<file path="src/rtl/pid_controller_clamped_macros.svh">
// Assertion macros shared by the PID controller RTL.
`ifndef PID_CONTROLLER_CLAMPED_MACROS_SVH
`define PID_CONTROLLER_CLAMPED_MACROS_SVH

// Same-cycle implication, checked while out of reset
`define PIDC_ASSERT_IMP(lbl, clk, rst_n, ante, cons) \
    lbl: assert property (@(posedge clk) disable iff (!rst_n) (ante) |-> (cons)) \
        else $error("pidc: same-cycle check failed");

// Next-cycle implication, checked while out of reset
`define PIDC_ASSERT_NXT(lbl, clk, rst_n, ante, cons) \
    lbl: assert property (@(posedge clk) disable iff (!rst_n) (ante) |=> (cons)) \
        else $error("pidc: next-cycle check failed");

`endif

</file>
<file path="src/rtl/pidc_pkg.sv">
// Package: widths, codes and the microcode table of the clamped PID controller.
`timescale 1ns / 1ps
`default_nettype none

package pidc_pkg;

    // Word format
    localparam int DATA_W   = 32;
    localparam int FRAC_W   = 16;
    localparam int DT_W     = DATA_W - 1;
    localparam int ERR_W    = DATA_W + 1;
    localparam int DIFF_W   = DATA_W + 2;
    localparam int INTEG_W  = 48;

    // Shared multiplier: A magnitude times one chunk of B magnitude per cycle
    localparam int MA_W     = ERR_W;
    localparam int MB_W     = INTEG_W;
    localparam int CHUNK_W  = 16;
    localparam int NCHUNK   = MB_W / CHUNK_W;
    localparam int K_W      = $clog2(NCHUNK);
    localparam int PART_W   = MA_W + CHUNK_W;
    localparam int ACC_W    = MA_W + MB_W;
    localparam int TMAG_W   = 61;
    localparam int SUM_W    = TMAG_W + 2;

    // Serial divider for the derivative
    localparam int NUM_W    = DIFF_W - 1 + FRAC_W;
    localparam int REM_W    = DT_W + 1;
    localparam int CNT_W    = $clog2(NUM_W);

    localparam logic [K_W-1:0]    LAST_K    = K_W'(NCHUNK - 1);
    localparam logic [CNT_W-1:0]  DIV_FIRST = CNT_W'(NUM_W - 1);
    localparam logic [TMAG_W-1:0] TERM_MAX  = {1'b1, {(TMAG_W - 1){1'b0}}};
    localparam logic [NUM_W-1:0]  DERIV_MAX =
        {{(NUM_W - INTEG_W + 1){1'b0}}, {(INTEG_W - 1){1'b1}}};

    // Substitute for a zero elapsed time: 1 ms, at least one LSB
    localparam int DT_MIN_RAW = ((1 << FRAC_W) + 500) / 1000;
    localparam logic [DT_W-1:0] DT_MIN = DT_W'((DT_MIN_RAW == 0) ? 1 : DT_MIN_RAW);

    // Register indexes
    localparam int CFG_IDX_W = 3;
    localparam logic [CFG_IDX_W-1:0] CFG_PROP  = 3'd0;
    localparam logic [CFG_IDX_W-1:0] CFG_INTEG = 3'd1;
    localparam logic [CFG_IDX_W-1:0] CFG_DERIV = 3'd2;
    localparam logic [CFG_IDX_W-1:0] CFG_UPPER = 3'd3;
    localparam logic [CFG_IDX_W-1:0] CFG_LOWER = 3'd4;

    // Datapath micro-operations
    typedef enum logic [3:0] {
        U_NOP,
        U_LOAD,
        U_MUL_ED,
        U_MUL_STEP,
        U_INTEG,
        U_DIV_SETUP,
        U_DIV_STEP,
        U_DERIV,
        U_MUL_P,
        U_MUL_I,
        U_MUL_D,
        U_ACC,
        U_OUT,
        U_RST
    } t_uop;

    // Sequencer branch conditions
    typedef enum logic [2:0] {
        J_NEXT,
        J_WAIT_IN,
        J_IF_RST,
        J_MUL_LOOP,
        J_DIV_LOOP,
        J_OUT_WAIT,
        J_GOTO
    } t_jump;

    localparam int PC_W = 5;
    typedef logic [PC_W-1:0] t_pc;

    localparam t_pc PC_FETCH  = 5'd0;
    localparam t_pc PC_BRANCH = 5'd1;
    localparam t_pc PC_DIV    = 5'd6;
    localparam t_pc PC_DERIV  = 5'd7;
    localparam t_pc PC_OUT    = 5'd17;
    localparam t_pc PC_RST    = 5'd18;

    typedef struct packed {
        t_uop  uop;
        t_jump jmp;
        t_pc   target;
    } t_uword;

    // Control store
    function automatic t_uword ucode(input t_pc pc);
        t_uword w;
        case (pc)
            5'd0:  w = '{uop: U_LOAD,      jmp: J_WAIT_IN,  target: PC_FETCH};
            5'd1:  w = '{uop: U_NOP,       jmp: J_IF_RST,   target: PC_RST};
            5'd2:  w = '{uop: U_MUL_ED,    jmp: J_NEXT,     target: PC_FETCH};
            5'd3:  w = '{uop: U_MUL_STEP,  jmp: J_MUL_LOOP, target: PC_FETCH};
            5'd4:  w = '{uop: U_INTEG,     jmp: J_NEXT,     target: PC_FETCH};
            5'd5:  w = '{uop: U_DIV_SETUP, jmp: J_NEXT,     target: PC_FETCH};
            5'd6:  w = '{uop: U_DIV_STEP,  jmp: J_DIV_LOOP, target: PC_FETCH};
            5'd7:  w = '{uop: U_DERIV,     jmp: J_NEXT,     target: PC_FETCH};
            5'd8:  w = '{uop: U_MUL_P,     jmp: J_NEXT,     target: PC_FETCH};
            5'd9:  w = '{uop: U_MUL_STEP,  jmp: J_MUL_LOOP, target: PC_FETCH};
            5'd10: w = '{uop: U_ACC,       jmp: J_NEXT,     target: PC_FETCH};
            5'd11: w = '{uop: U_MUL_I,     jmp: J_NEXT,     target: PC_FETCH};
            5'd12: w = '{uop: U_MUL_STEP,  jmp: J_MUL_LOOP, target: PC_FETCH};
            5'd13: w = '{uop: U_ACC,       jmp: J_NEXT,     target: PC_FETCH};
            5'd14: w = '{uop: U_MUL_D,     jmp: J_NEXT,     target: PC_FETCH};
            5'd15: w = '{uop: U_MUL_STEP,  jmp: J_MUL_LOOP, target: PC_FETCH};
            5'd16: w = '{uop: U_ACC,       jmp: J_NEXT,     target: PC_FETCH};
            5'd17: w = '{uop: U_OUT,       jmp: J_OUT_WAIT, target: PC_FETCH};
            5'd18: w = '{uop: U_RST,       jmp: J_OUT_WAIT, target: PC_FETCH};
            default: w = '{uop: U_NOP,     jmp: J_GOTO,     target: PC_FETCH};
        endcase
        return w;
    endfunction

endpackage

`default_nettype wire

</file>
<file path="src/rtl/pid_controller_clamped.sv">
// Clamped PID controller: microcoded sequencer over a shared multiplier and serial divider.
`timescale 1ns / 1ps
`default_nettype none
//
// Input channel (i_in_valid / o_in_stall) takes one word per item: i_op selects a
// compute (0) or a clear of the integral and previous error (1). A compute word
// carries setpoint and measurement in Q16.16, elapsed time in Q15.16; zero means 1 ms.
// Output channel (o_out_valid / i_out_stall) returns one word, o_drive, per item,
// clamped to the configured bounds; a clear returns zero.
// Configuration (i_cfg_valid / o_cfg_ready, i_cfg_index, i_cfg_data) writes the
// gains and clamp bounds; write it only while no item is in flight.
// Sequence: a compute word steps through the control store up to its output step,
// and the sequencer then returns to its fetch step for the next word. The restoring
// divider for the derivative and the 16-bit-chunk multiplier (four products) form its
// loops. A clear goes from the fetch and branch steps straight to the reset step.
// The input is held off while a word is in work. A finished word waits in the
// output register while the receiver stalls; the sequencer waits at its last step
// only if a second result is ready before the first is taken.
// Reset (synchronous, active low) clears the integral, the previous error, the
// output register and restores default gains (zero) and bounds (+1.0 / -1.0).
//
module pid_controller_clamped (
    input  wire                                  i_clk,
    input  wire                                  i_rst_n,
    // input channel
    input  wire                                  i_in_valid,
    output logic                                 o_in_stall,
    input  wire                                  i_op,
    input  wire signed [pidc_pkg::DATA_W-1:0]    i_setpoint,
    input  wire signed [pidc_pkg::DATA_W-1:0]    i_measured,
    input  wire        [pidc_pkg::DT_W-1:0]      i_elapsed,
    // output channel
    output logic                                 o_out_valid,
    input  wire                                  i_out_stall,
    output logic signed [pidc_pkg::DATA_W-1:0]   o_drive,
    // configuration channel
    input  wire                                  i_cfg_valid,
    output logic                                 o_cfg_ready,
    input  wire        [pidc_pkg::CFG_IDX_W-1:0] i_cfg_index,
    input  wire        [pidc_pkg::DATA_W-1:0]    i_cfg_data
);

    localparam int DW = pidc_pkg::DATA_W;
    localparam int FW = pidc_pkg::FRAC_W;
    localparam int IW = pidc_pkg::INTEG_W;
    localparam int SW = pidc_pkg::SUM_W;

    `include "pid_controller_clamped_macros.svh"

    // Sequencer and configuration registers
    pidc_pkg::t_pc r_pc, n_pc;
    logic signed [DW-1:0] r_kp, r_ki, r_kd, r_upper, r_lower;

    // Datapath registers
    logic                                   r_op, n_op;
    logic signed [pidc_pkg::ERR_W-1:0]      r_err, n_err;
    logic        [pidc_pkg::DT_W-1:0]       r_dt, n_dt;
    logic signed [IW-1:0]                   r_integ, n_integ;
    logic signed [pidc_pkg::ERR_W-1:0]      r_last, n_last;
    logic signed [pidc_pkg::DIFF_W-1:0]     r_diff, n_diff;
    logic signed [IW-1:0]                   r_deriv, n_deriv;
    logic signed [SW-1:0]                   r_sum, n_sum;
    logic        [pidc_pkg::MA_W-1:0]       r_ma, n_ma;
    logic        [pidc_pkg::MB_W-1:0]       r_mb, n_mb;
    logic                                   r_neg, n_neg;
    logic        [pidc_pkg::ACC_W-1:0]      r_acc, n_acc;
    logic        [pidc_pkg::K_W-1:0]        r_k, n_k;
    logic        [pidc_pkg::NUM_W-1:0]      r_num, n_num;
    logic        [pidc_pkg::REM_W-1:0]      r_rem, n_rem;
    logic        [pidc_pkg::NUM_W-1:0]      r_quo, n_quo;
    logic        [pidc_pkg::CNT_W-1:0]      r_cnt, n_cnt;
    logic signed [DW-1:0]                   r_drive, n_drive;
    logic                                   r_out_valid, n_out_valid;

    // Combinational helpers
    pidc_pkg::t_uword                       w_uw;
    logic                                   w_in_acc;
    logic                                   w_out_free;
    logic        [pidc_pkg::CHUNK_W-1:0]    w_chunk;
    logic        [pidc_pkg::PART_W-1:0]     w_part;
    logic        [pidc_pkg::ACC_W-1:0]      w_part_sh;
    logic        [pidc_pkg::ACC_W-FW-1:0]   w_q;
    logic        [pidc_pkg::TMAG_W-1:0]     w_tmag;
    logic signed [SW-1:0]                   w_term;
    logic signed [SW-1:0]                   w_isum;
    logic signed [pidc_pkg::DIFF_W-1:0]     w_diff;
    logic        [pidc_pkg::DIFF_W-1:0]     w_dmag;
    logic        [pidc_pkg::REM_W-1:0]      w_rem_sh;
    logic                                   w_ge;
    logic        [pidc_pkg::NUM_W-1:0]      w_qsat;
    logic signed [SW-1:0]                   w_lo, w_hi;

    assign o_in_stall  = (r_pc != pidc_pkg::PC_FETCH) || !i_rst_n;
    assign o_cfg_ready = i_rst_n;
    assign o_out_valid = r_out_valid;
    assign o_drive     = r_drive;

    assign w_uw       = pidc_pkg::ucode(r_pc);
    assign w_in_acc   = i_in_valid && !o_in_stall;
    assign w_out_free = !r_out_valid || !i_out_stall;

    // Multiplier chunk product and its scaled, saturated signed term
    assign w_chunk   = r_mb[{r_k, {$clog2(pidc_pkg::CHUNK_W){1'b0}}} +: pidc_pkg::CHUNK_W];
    assign w_part    = pidc_pkg::PART_W'(r_ma) * pidc_pkg::PART_W'(w_chunk);
    assign w_part_sh = {{(pidc_pkg::ACC_W - pidc_pkg::PART_W){1'b0}}, w_part}
                       << {r_k, {$clog2(pidc_pkg::CHUNK_W){1'b0}}};
    assign w_q       = r_acc[pidc_pkg::ACC_W-1:FW];
    assign w_tmag    = (w_q > (pidc_pkg::ACC_W - FW)'(pidc_pkg::TERM_MAX))
                       ? pidc_pkg::TERM_MAX : w_q[pidc_pkg::TMAG_W-1:0];
    assign w_term    = r_neg ? -$signed({2'b00, w_tmag}) : $signed({2'b00, w_tmag});

    // Integral update before saturation
    assign w_isum = $signed({{(SW - IW){r_integ[IW-1]}}, r_integ}) + w_term;

    // Error change and its magnitude
    assign w_diff = $signed({r_err[pidc_pkg::ERR_W-1], r_err})
                  - $signed({r_last[pidc_pkg::ERR_W-1], r_last});
    assign w_dmag = w_diff[pidc_pkg::DIFF_W-1] ? (~w_diff + 1'b1) : w_diff;

    // Restoring divider step
    assign w_rem_sh = {r_rem[pidc_pkg::REM_W-2:0], r_num[pidc_pkg::NUM_W-1]};
    assign w_ge     = (w_rem_sh >= {1'b0, r_dt});
    assign w_qsat   = (r_quo > pidc_pkg::DERIV_MAX) ? pidc_pkg::DERIV_MAX : r_quo;

    // Clamp bounds at sum width
    assign w_lo = $signed({{(SW - DW){r_lower[DW-1]}}, r_lower});
    assign w_hi = $signed({{(SW - DW){r_upper[DW-1]}}, r_upper});

    // Sequencer: next step
    always_comb begin
        case (w_uw.jmp)
            pidc_pkg::J_NEXT:     n_pc = pidc_pkg::t_pc'(r_pc + 1'b1);
            pidc_pkg::J_WAIT_IN:  n_pc = w_in_acc ? pidc_pkg::t_pc'(r_pc + 1'b1) : r_pc;
            pidc_pkg::J_IF_RST:   n_pc = r_op ? w_uw.target : pidc_pkg::t_pc'(r_pc + 1'b1);
            pidc_pkg::J_MUL_LOOP: n_pc = (r_k == pidc_pkg::LAST_K)
                                         ? pidc_pkg::t_pc'(r_pc + 1'b1) : r_pc;
            pidc_pkg::J_DIV_LOOP: n_pc = (r_cnt == '0)
                                         ? pidc_pkg::t_pc'(r_pc + 1'b1) : r_pc;
            pidc_pkg::J_OUT_WAIT: n_pc = w_out_free ? w_uw.target : r_pc;
            pidc_pkg::J_GOTO:     n_pc = w_uw.target;
            default:              n_pc = pidc_pkg::PC_FETCH;
        endcase
    end

    // Datapath: micro-operation decode
    always_comb begin
        n_op        = r_op;
        n_err       = r_err;
        n_dt        = r_dt;
        n_integ     = r_integ;
        n_last      = r_last;
        n_diff      = r_diff;
        n_deriv     = r_deriv;
        n_sum       = r_sum;
        n_ma        = r_ma;
        n_mb        = r_mb;
        n_neg       = r_neg;
        n_acc       = r_acc;
        n_k         = r_k;
        n_num       = r_num;
        n_rem       = r_rem;
        n_quo       = r_quo;
        n_cnt       = r_cnt;
        n_drive     = r_drive;
        // a waiting word leaves when the receiver takes it
        n_out_valid = r_out_valid && i_out_stall;

        case (w_uw.uop)
            pidc_pkg::U_LOAD: begin
                if (w_in_acc) begin
                    n_op  = i_op;
                    n_err = $signed({i_setpoint[DW-1], i_setpoint})
                          - $signed({i_measured[DW-1], i_measured});
                    n_dt  = (i_elapsed == '0) ? pidc_pkg::DT_MIN : i_elapsed;
                    n_sum = '0;
                end
            end
            pidc_pkg::U_MUL_ED: begin
                n_ma  = r_err[pidc_pkg::ERR_W-1] ? (~r_err + 1'b1) : r_err;
                n_mb  = {{(pidc_pkg::MB_W - pidc_pkg::DT_W){1'b0}}, r_dt};
                n_neg = r_err[pidc_pkg::ERR_W-1];
                n_acc = '0;
                n_k   = '0;
            end
            pidc_pkg::U_MUL_P: begin
                n_ma  = {1'b0, (r_kp[DW-1] ? (~r_kp + 1'b1) : r_kp)};
                n_mb  = {{(pidc_pkg::MB_W - pidc_pkg::ERR_W){1'b0}},
                         (r_err[pidc_pkg::ERR_W-1] ? (~r_err + 1'b1) : r_err)};
                n_neg = r_kp[DW-1] ^ r_err[pidc_pkg::ERR_W-1];
                n_acc = '0;
                n_k   = '0;
            end
            pidc_pkg::U_MUL_I: begin
                n_ma  = {1'b0, (r_ki[DW-1] ? (~r_ki + 1'b1) : r_ki)};
                n_mb  = r_integ[IW-1] ? (~r_integ + 1'b1) : r_integ;
                n_neg = r_ki[DW-1] ^ r_integ[IW-1];
                n_acc = '0;
                n_k   = '0;
            end
            pidc_pkg::U_MUL_D: begin
                n_ma  = {1'b0, (r_kd[DW-1] ? (~r_kd + 1'b1) : r_kd)};
                n_mb  = r_deriv[IW-1] ? (~r_deriv + 1'b1) : r_deriv;
                n_neg = r_kd[DW-1] ^ r_deriv[IW-1];
                n_acc = '0;
                n_k   = '0;
            end
            pidc_pkg::U_MUL_STEP: begin
                n_acc = r_acc + w_part_sh;
                n_k   = pidc_pkg::K_W'(r_k + 1'b1);
            end
            pidc_pkg::U_INTEG: begin
                // saturate to the 48-bit integral range
                if (w_isum[SW-1:IW-1] == '0 || w_isum[SW-1:IW-1] == '1) begin
                    n_integ = w_isum[IW-1:0];
                end else begin
                    n_integ = {w_isum[SW-1], {(IW - 1){~w_isum[SW-1]}}};
                end
            end
            pidc_pkg::U_DIV_SETUP: begin
                n_diff = w_diff;
                n_num  = {w_dmag[pidc_pkg::DIFF_W-2:0], {FW{1'b0}}};
                n_rem  = '0;
                n_quo  = '0;
                n_cnt  = pidc_pkg::DIV_FIRST;
            end
            pidc_pkg::U_DIV_STEP: begin
                n_rem = w_ge ? (w_rem_sh - {1'b0, r_dt}) : w_rem_sh;
                n_quo = {r_quo[pidc_pkg::NUM_W-2:0], w_ge};
                n_num = {r_num[pidc_pkg::NUM_W-2:0], 1'b0};
                n_cnt = pidc_pkg::CNT_W'(r_cnt - 1'b1);
            end
            pidc_pkg::U_DERIV: begin
                n_deriv = r_diff[pidc_pkg::DIFF_W-1]
                          ? -$signed({1'b0, w_qsat[IW-2:0]})
                          : $signed({1'b0, w_qsat[IW-2:0]});
                n_last  = r_err;
            end
            pidc_pkg::U_ACC: begin
                n_sum = r_sum + w_term;
            end
            pidc_pkg::U_OUT: begin
                if (w_out_free) begin
                    if (r_sum < w_lo) begin
                        n_drive = r_lower;
                    end else if (r_sum > w_hi) begin
                        n_drive = r_upper;
                    end else begin
                        n_drive = r_sum[DW-1:0];
                    end
                    n_out_valid = 1'b1;
                end
            end
            pidc_pkg::U_RST: begin
                if (w_out_free) begin
                    n_integ     = '0;
                    n_last      = '0;
                    n_drive     = '0;
                    n_out_valid = 1'b1;
                end
            end
            default: begin
            end
        endcase
    end

    // Control and state registers
    always_ff @(posedge i_clk) begin
        if (!i_rst_n) begin
            r_pc        <= pidc_pkg::PC_FETCH;
            r_out_valid <= 1'b0;
            r_drive     <= '0;
            r_integ     <= '0;
            r_last      <= '0;
            r_kp        <= '0;
            r_ki        <= '0;
            r_kd        <= '0;
            r_upper     <= DW'(1) << FW;
            r_lower     <= -(DW'(1) << FW);
        end else begin
            r_pc        <= n_pc;
            r_out_valid <= n_out_valid;
            r_drive     <= n_drive;
            r_integ     <= n_integ;
            r_last      <= n_last;
            if (i_cfg_valid && o_cfg_ready) begin
                case (i_cfg_index)
                    pidc_pkg::CFG_PROP:  r_kp    <= i_cfg_data;
                    pidc_pkg::CFG_INTEG: r_ki    <= i_cfg_data;
                    pidc_pkg::CFG_DERIV: r_kd    <= i_cfg_data;
                    pidc_pkg::CFG_UPPER: r_upper <= i_cfg_data;
                    pidc_pkg::CFG_LOWER: r_lower <= i_cfg_data;
                    default: begin
                    end
                endcase
            end
        end
    end

    // Payload registers
    always_ff @(posedge i_clk) begin
        r_op    <= n_op;
        r_err   <= n_err;
        r_dt    <= n_dt;
        r_diff  <= n_diff;
        r_deriv <= n_deriv;
        r_sum   <= n_sum;
        r_ma    <= n_ma;
        r_mb    <= n_mb;
        r_neg   <= n_neg;
        r_acc   <= n_acc;
        r_k     <= n_k;
        r_num   <= n_num;
        r_rem   <= n_rem;
        r_quo   <= n_quo;
        r_cnt   <= n_cnt;
    end

    // Checks on the sequencer
    `PIDC_ASSERT_NXT(a_accept_advances, i_clk, i_rst_n,
        i_in_valid && !o_in_stall, r_pc == pidc_pkg::PC_BRANCH)
    `PIDC_ASSERT_IMP(a_result_from_end, i_clk, i_rst_n, $rose(r_out_valid),
        $past(r_pc) == pidc_pkg::PC_OUT || $past(r_pc) == pidc_pkg::PC_RST)
    `PIDC_ASSERT_NXT(a_div_exit, i_clk, i_rst_n,
        r_pc == pidc_pkg::PC_DIV && r_cnt == '0, r_pc == pidc_pkg::PC_DERIV)

endmodule

`default_nettype wire

</file>
<file path="config.mk">
export PLATFORM = sky130hd
export DESIGN_NAME = pid_controller_clamped
export DESIGN_NICKNAME = d
export VERILOG_FILES = /design/src/rtl/pidc_pkg.sv /design/src/rtl/pid_controller_clamped.sv
export VERILOG_INCLUDE_DIRS = /design/src /design/src/rtl
export SDC_FILE = /design/constraint.sdc
export NUM_CORES = 2
export LEC_CHECK = 0
export BUFFER_PORTS_ARGS = -buffer_cell sky130_fd_sc_hd__buf_2
export CORE_MARGIN = 5
export CORE_UTILIZATION = 33
export DETAILED_ROUTE_END_ITERATION = 12
export SETUP_SLACK_MARGIN = 0.05
export SYNTH_ARGS = -nofsm -noshare
export SYNTH_HDL_FRONTEND = slang
export SYNTH_SLANG_ARGS = --single-unit
</file>
<file path="constraint.sdc">
create_clock -name i_clk -period 35.3 [get_ports i_clk]
set_clock_uncertainty 0.1 [all_clocks]
set_input_delay 3.53 -clock i_clk [delete_from_list [all_inputs] [get_ports i_clk]]
set_output_delay 3.53 -clock i_clk [all_outputs]
set_load 0.01 [all_outputs]
</file>
* After elaboration in Yosys (flattened, before gate mapping) *
Memories as Yosys holds them, arrays and structs flattened. A register that Yosys moved wholly into a read port is not among the register bits.
Cells that the tools add are included.

storage, ports and cells
  logic and storage cells = 175
  memories = 1
  input bits = 136
  bits in read-only memories = 288
  register bits = 789

memory list
  name              words  width  read ports  clocked after memory_dff  write ports  RTL line        RTL
  (name not given)  32     9      1           1                         0            pidc_pkg.sv:97  case (pc)

cells by class
  add/subtract/negate cells = 18
  $mul = 1
  order comparisons = 5
  equality and inequality tests = 32
  muxes and demuxes = 43
  bitwise operators = 11
  reduce and logical (&&, ||, !) cells = 36
  shifts and indexed selects = 2

operator list
  cell                                                                    count
  32-bit 2-to-1 mux                                                       7
  49-bit one-hot mux with 2 select lines                                  2
  48-bit 2-to-1 mux                                                       4
  48-bit one-hot mux with 4 select lines                                  1
  81-bit one-hot mux with 2 select lines                                  1
  33-bit one-hot mux with 4 select lines                                  1
  63-bit 2-to-1 mux                                                       2
  63-bit one-hot mux with 2 select lines                                  1
  33-bit 2-to-1 mux                                                       3
  32-bit by 1-bit adder with 32-bit output, second input constant         3
  48-bit by 1-bit adder with 48-bit output, second input constant         2
  32-bit inverter                                                         3
  48-bit inverter                                                         2
  48-bit one-hot mux with 2 select lines                                  1
  47-bit 2-to-1 mux                                                       2
  81-bit adder                                                            1
  49-bit by 6-bit left shift with 81-bit output                           1
  33-bit by 1-bit adder with 33-bit output, second input constant         2
  33-bit inverter                                                         2
  33-bit one-hot mux with 2 select lines                                  1
  65-bit by 61-bit > comparator with 1-bit output, second input constant  1
  32-bit one-hot mux with 2 select lines                                  1
  48-bit by 63-bit adder with 63-bit output                               1
  63-bit adder                                                            1
  50 further kinds                                                        102

* Longest topological paths before layout *
  depth after elaboration = 9
  gate-level depth with buffers = 47
  depth with buffers taken out = 43

* Worst setup path after synthesis *
No wires, ideal clock.

  path kind = input-to-reg
  from = input i_in_valid
  to = register r_sum[0], enable pin
  library setup time = 0.428 ns
  path buffers = 0
  arrival time = 11.720 ns
  cell stages on the path = 3
  setup slack = 23.052 ns
  path through = nand4_1 > nor4_1 > nand2b_1

between the ends
  word-level cells in the longest chain between the ends = 3

ends and longest elaborated chain
  what                                    RTL line                       RTL
  from (decl)                             pid_controller_clamped.sv:26   input wire i_in_valid,
  1-bit logical AND                       pid_controller_clamped.sv:99   assign w_in_acc = i_in_valid && !o_in_stall;
  2-bit inequality test (no source line)  -
  2-bit AND reduction (no source line)    -
  to (signal assigned)                    pid_controller_clamped.sv:306  r_sum <= n_sum;
  to (decl)                               pid_controller_clamped.sv:62   logic signed [SW-1:0] r_sum, n_sum;

No other way between the ends.
A chain may end at the register's enable or synchronous reset.

* Final worst setup path *
  from = register r_k[0] (netlist name)
  to = register r_acc[74] (netlist name), data pin

between the ends
  word-level cells in the longest chain between the ends = 5

ends and longest elaborated chain
  what                                                    RTL line                       RTL
  from (decl)                                             pid_controller_clamped.sv:67   logic [pidc_pkg::K_W-1:0] r_k, n_k;
  from (signal assigned)                                  pid_controller_clamped.sv:311  r_k <= n_k;
  48-bit by 7-bit indexed part select with 16-bit output  pid_controller_clamped.sv:103  assign w_chunk = r_mb[{r_k, {$clog2(pidc_pkg::CHUNK_W){1'b0}}} +: pidc_pkg::CHUNK_W];
  33-bit by 16-bit multiplier with 49-bit output          pid_controller_clamped.sv:104  assign w_part = pidc_pkg::PART_W'(r_ma) * pidc_pkg::PART_W'(w_chunk);
  49-bit by 6-bit left shift with 81-bit output *         pid_controller_clamped.sv:105  assign w_part_sh = {{(pidc_pkg::ACC_W - pidc_pkg::PART_W){1'b0}}, w_part}
  81-bit adder *                                          pid_controller_clamped.sv:208  n_acc = r_acc + w_part_sh;
  81-bit one-hot mux with 2 select lines *                pid_controller_clamped.sv:168  case (w_uw.uop)
  to (signal assigned)                                    pid_controller_clamped.sv:310  r_acc <= n_acc;
  to (decl)                                               pid_controller_clamped.sv:66   logic [pidc_pkg::ACC_W-1:0] r_acc, n_acc;

Every way passes the cells marked *; elsewhere a longest branch is shown, timed or not.

==> flow_summary.json <==
{
  "postCtsSetupBuffers": 0,
  "synth-main-ff-cell": "edfxtp_1",
  "placed_cell_area_um2": 80100,
  "cts_tree": "built",
  "worst-path-buf-inv": 8,
  "insertion_delay_ns": 0.77,
  "hold_path.startpoint": "o_drive[21]$_SDFFE_PN0P_",
  "outcome": "finished, final reports clean",
  "die_y_um": 491,
  "ctsHtreeMaxLevel": 3,
  "cts_buffer_depth": 3,
  "synth_enable_flop_cells": 461,
  "detailroute.via_count": 68200,
  "number_of_nets_with_antenna_violations_after_detailed_routing": 0,
  "drc_errors": 0,
  "placement_rows": 176,
  "ctsResizeCount": 0,
  "grt.total_usage": 0.206,
  "worst-endpoint-arrival_ns": 12.89,
  "syn-mean-instance-area_um2": 8.38,
  "dieArea_um2": 241000,
  "worst_hold_path.endpoint": "o_drive[21]$_SDFFE_PN0P_",
  "worstMarginPinSlew_ns": 1.34,
  "worst_path_dominant_cell_family": "compound AO/OA/AOI/OAI gates",
  "io_pins": 171,
  "grt_first_pass_wirelength_um": 396000,
  "initial_utilization": 0.332,
  "synth_top_cell_area_share": 0.181,
  "yosys_warnings": 0,
  "synth_commonest_cells": "1,142 x nand2_1, 772 x inv_1, 647 x nor2_1, 564 x ha_1, 489 x clkbuf_1",
  "finish.instance_area_um2": 83100,
  "drt-pass1-iter-count": 6,
  "synth_top_area_cell": "edfxtp_1",
  "area_growth_pct": 8.72,
  "final-setup-viol-count": 0,
  "drive_above_1_share": 0.0587,
  "top_count_cell_post_synth": "nand2_1",
  "endpoint_of_the_lowest_slack_register_to_register_path": "r_acc[74]$_SDFFCE_PN0P_",
  "crit_path_largest_cell_delay_ns": 0.63,
  "post_route_fraction_of_the_period_consumed_by_the_critical_path": 0.355,
  "clk_pin_slew_worst_paths_ns": 0.06,
  "cts.sinks": 748,
  "synth.yosys.seq_area_share": 0.256,
  "die_x_um": 491,
  "cts_inserted_buffers": 91,
  "drv.max_cap_violation_count": 0,
  "syn_inst": 9125,
  "largest_net_degree_at_the_start_of_global_routing": 110,
  "achievable-frequency_ghz": 0.0798,
  "routed_wirelength_um": 260000,
  "first_global_vias": 66200,
  "detailed_place_hpwl_um": 199000,
  "core_region_area_um2": 230000,
  "synth.top_cells.by_area": "edfxtp_1 18%, fa_1 11%, ha_1 9.2%",
  "postSynthRegisterBits": 748,
  "detail_route.iter0.violations": 6728,
  "cts-root-buf": "clkbuf_16",
  "critical_path_required_ns": 35.66,
  "unique_masters_post_synth": 89,
  "fin_tns_setup_ns": 0,
  "final_nets": 10100,
  "placement.io_buffers": 170,
  "detail_route.vias_per_cell": 5.65,
  "rsz_0062_raised_after_global_routing": "false",
  "timing.slew.headroom": 0.100,
  "wire_per_inst_um": 21.5,
  "cts_hold_repair.buffers": 0,
  "worstHoldPathType": "reg -> reg",
  "ys_async_sr_fraction": 0,
  "r2r_cells": 41,
  "hold_path_depth": 2,
  "fin_worst_hold_slack_ns": 0.358,
  "cp-end-kind": "register",
  "placedCellCount": 11900,
  "crit-reg2reg-launch": "r_k[0]$_SDFFCE_PN0P_",
  "timing_hold_violations_final": 0,
  "post_layout_nonfiller_instances": 12100,
  "slowest_stage": "o31ai_1",
  "critical_path_peak_fanout": 37,
  "cpMostUsedCell": "fa_1",
  "critPathLaunch": "r_k[0]$_SDFFCE_PN0P_",
  "critPathLaunchType": "register",
  "overflow_after_grt": 0,
  "number_of_nets_produced_by_synthesis": 10300,
  "gpl.final_weighted_congestion": 0.958,
  "final_critical_path_time_including_i_o_delays_and_setup_ns": 12.53,
  "worst-r2r-setup-slack_ns": 22.77,
  "timing.setup.critical_path_class": "reg -> reg",
  "synth_area_um2": 76400,
  "slew_viol_final": 0,
  "initial_antenna_violation_count": 11
}
## layout by cell type, fill, tap and decap left out, types with 25 or more instances in the layout
cell	n
ha_1	564
o31ai_1	90
mux2i_1	102
o21ai_0	444
o21a_1	57
or3_1	81
nor2_1	641
and3_1	51
a221o_1	34
xor2_1	332
buf_2	169
o211ai_1	42
nor4_1	101
o221ai_1	25
and2_1	309
a32oi_1	90
nand2b_1	62
o22ai_1	76
o21bai_1	61
o311ai_0	31
dfxtp_1	286
clkbuf_16	94
xnor2_1	243
buf_4	96
a211oi_1	69
nand4_1	150
edfxtp_1	461
nand2_1	1138
fa_1	438
inv_1	772
a21oi_1	474
or2_2	33
o41ai_1	44
a21boi_0	193
nor3_1	198
a21o_1	235
or4_1	71
nor2b_1	71
a31oi_1	71
nand3_1	151
## sequential cells by signal, indices dropped and copies added (netlist names), 33 cells and up
name / count
r_deriv: 48
r_acc: 81
r_ma: 33
r_last: 33
r_mb: 48
r_num: 33
r_err: 33
r_integ: 48
r_quo: 49
r_sum: 63
## stage by stage
step	util	setup WS, ns
final	0.361	22.77
after global routing	0.361	22.12
after CTS	0.361	22.91
after detailed placement	0.348	22.98
after global placement	0.348	23.12
after floorplan	-	23.05
## area by class of cell
| cell class | count | area, µm² |
|---|---|---|
| antenna | 3 | 7.51 |
| fill | 23600 | 147000 |
| multi-input combinational | 7089 | 52300 |
| inverter | 774 | 2910 |
| clock inverter | 48 | 488 |
| timing repair buffer | 265 | 1570 |
| sequential | 748 | 19600 |
| clock buffer | 119 | 2490 |
| tap | 3026 | 3790 |
## worst register-to-register path, delay by kind of cell, from the launching register on
kind,cells,cell delay [ns]
fa+ha+maj,8,3.97
xor+xnor,1,0.22
simple gates,9,2.14
flops,1,0.41
buf+inv,8,1.24
compound gates,15,4.15
## how the worst max path moves through the flow
stage / depth (start not counted) / endpoint / slack, ns
2_1_floorplan: 3 / r_sum[0]$_SDFFCE_PN0P_ / 23.05
3_3_place_gp: 42 / r_acc[74]$_SDFFCE_PN0P_ / 23.12
3_5_place_dp: 42 / r_acc[74]$_SDFFCE_PN0P_ / 22.98
4_1_cts: 42 / r_acc[74]$_SDFFCE_PN0P_ / 22.91
5_1_grt: 42 / r_acc[74]$_SDFFCE_PN0P_ / 22.12
6_report: 41 / r_acc[74]$_SDFFCE_PN0P_ / 22.77
## per-layer routing
metal / vias to the layer above / wire [µm] / track usage
met5: - / 77 / 0
met4: 10 / 10800 / 0.0807
met3: 475 / 18600 / 0.0336
met2: 2633 / 121000 / 0.340
met1: 33200 / 110000 / 0.270
li1: 31800 / - / -
## cells by family (layout without fill, tap and decap cells)
group,Yosys count,in the layout,synth area share
mux,121,121,0.0162
other cells,0,3,0
simple gates,3153,3153,0.197
buf+inv,1288,1206,0.0633
fa+ha+maj,1002,1002,0.207
flops,748,748,0.256
compound gates,2236,2236,0.194
xor+xnor,577,577,0.0661
Power is not shown: default switching activity piles up to over one toggle a cycle in this logic, so the estimate is an artifact.
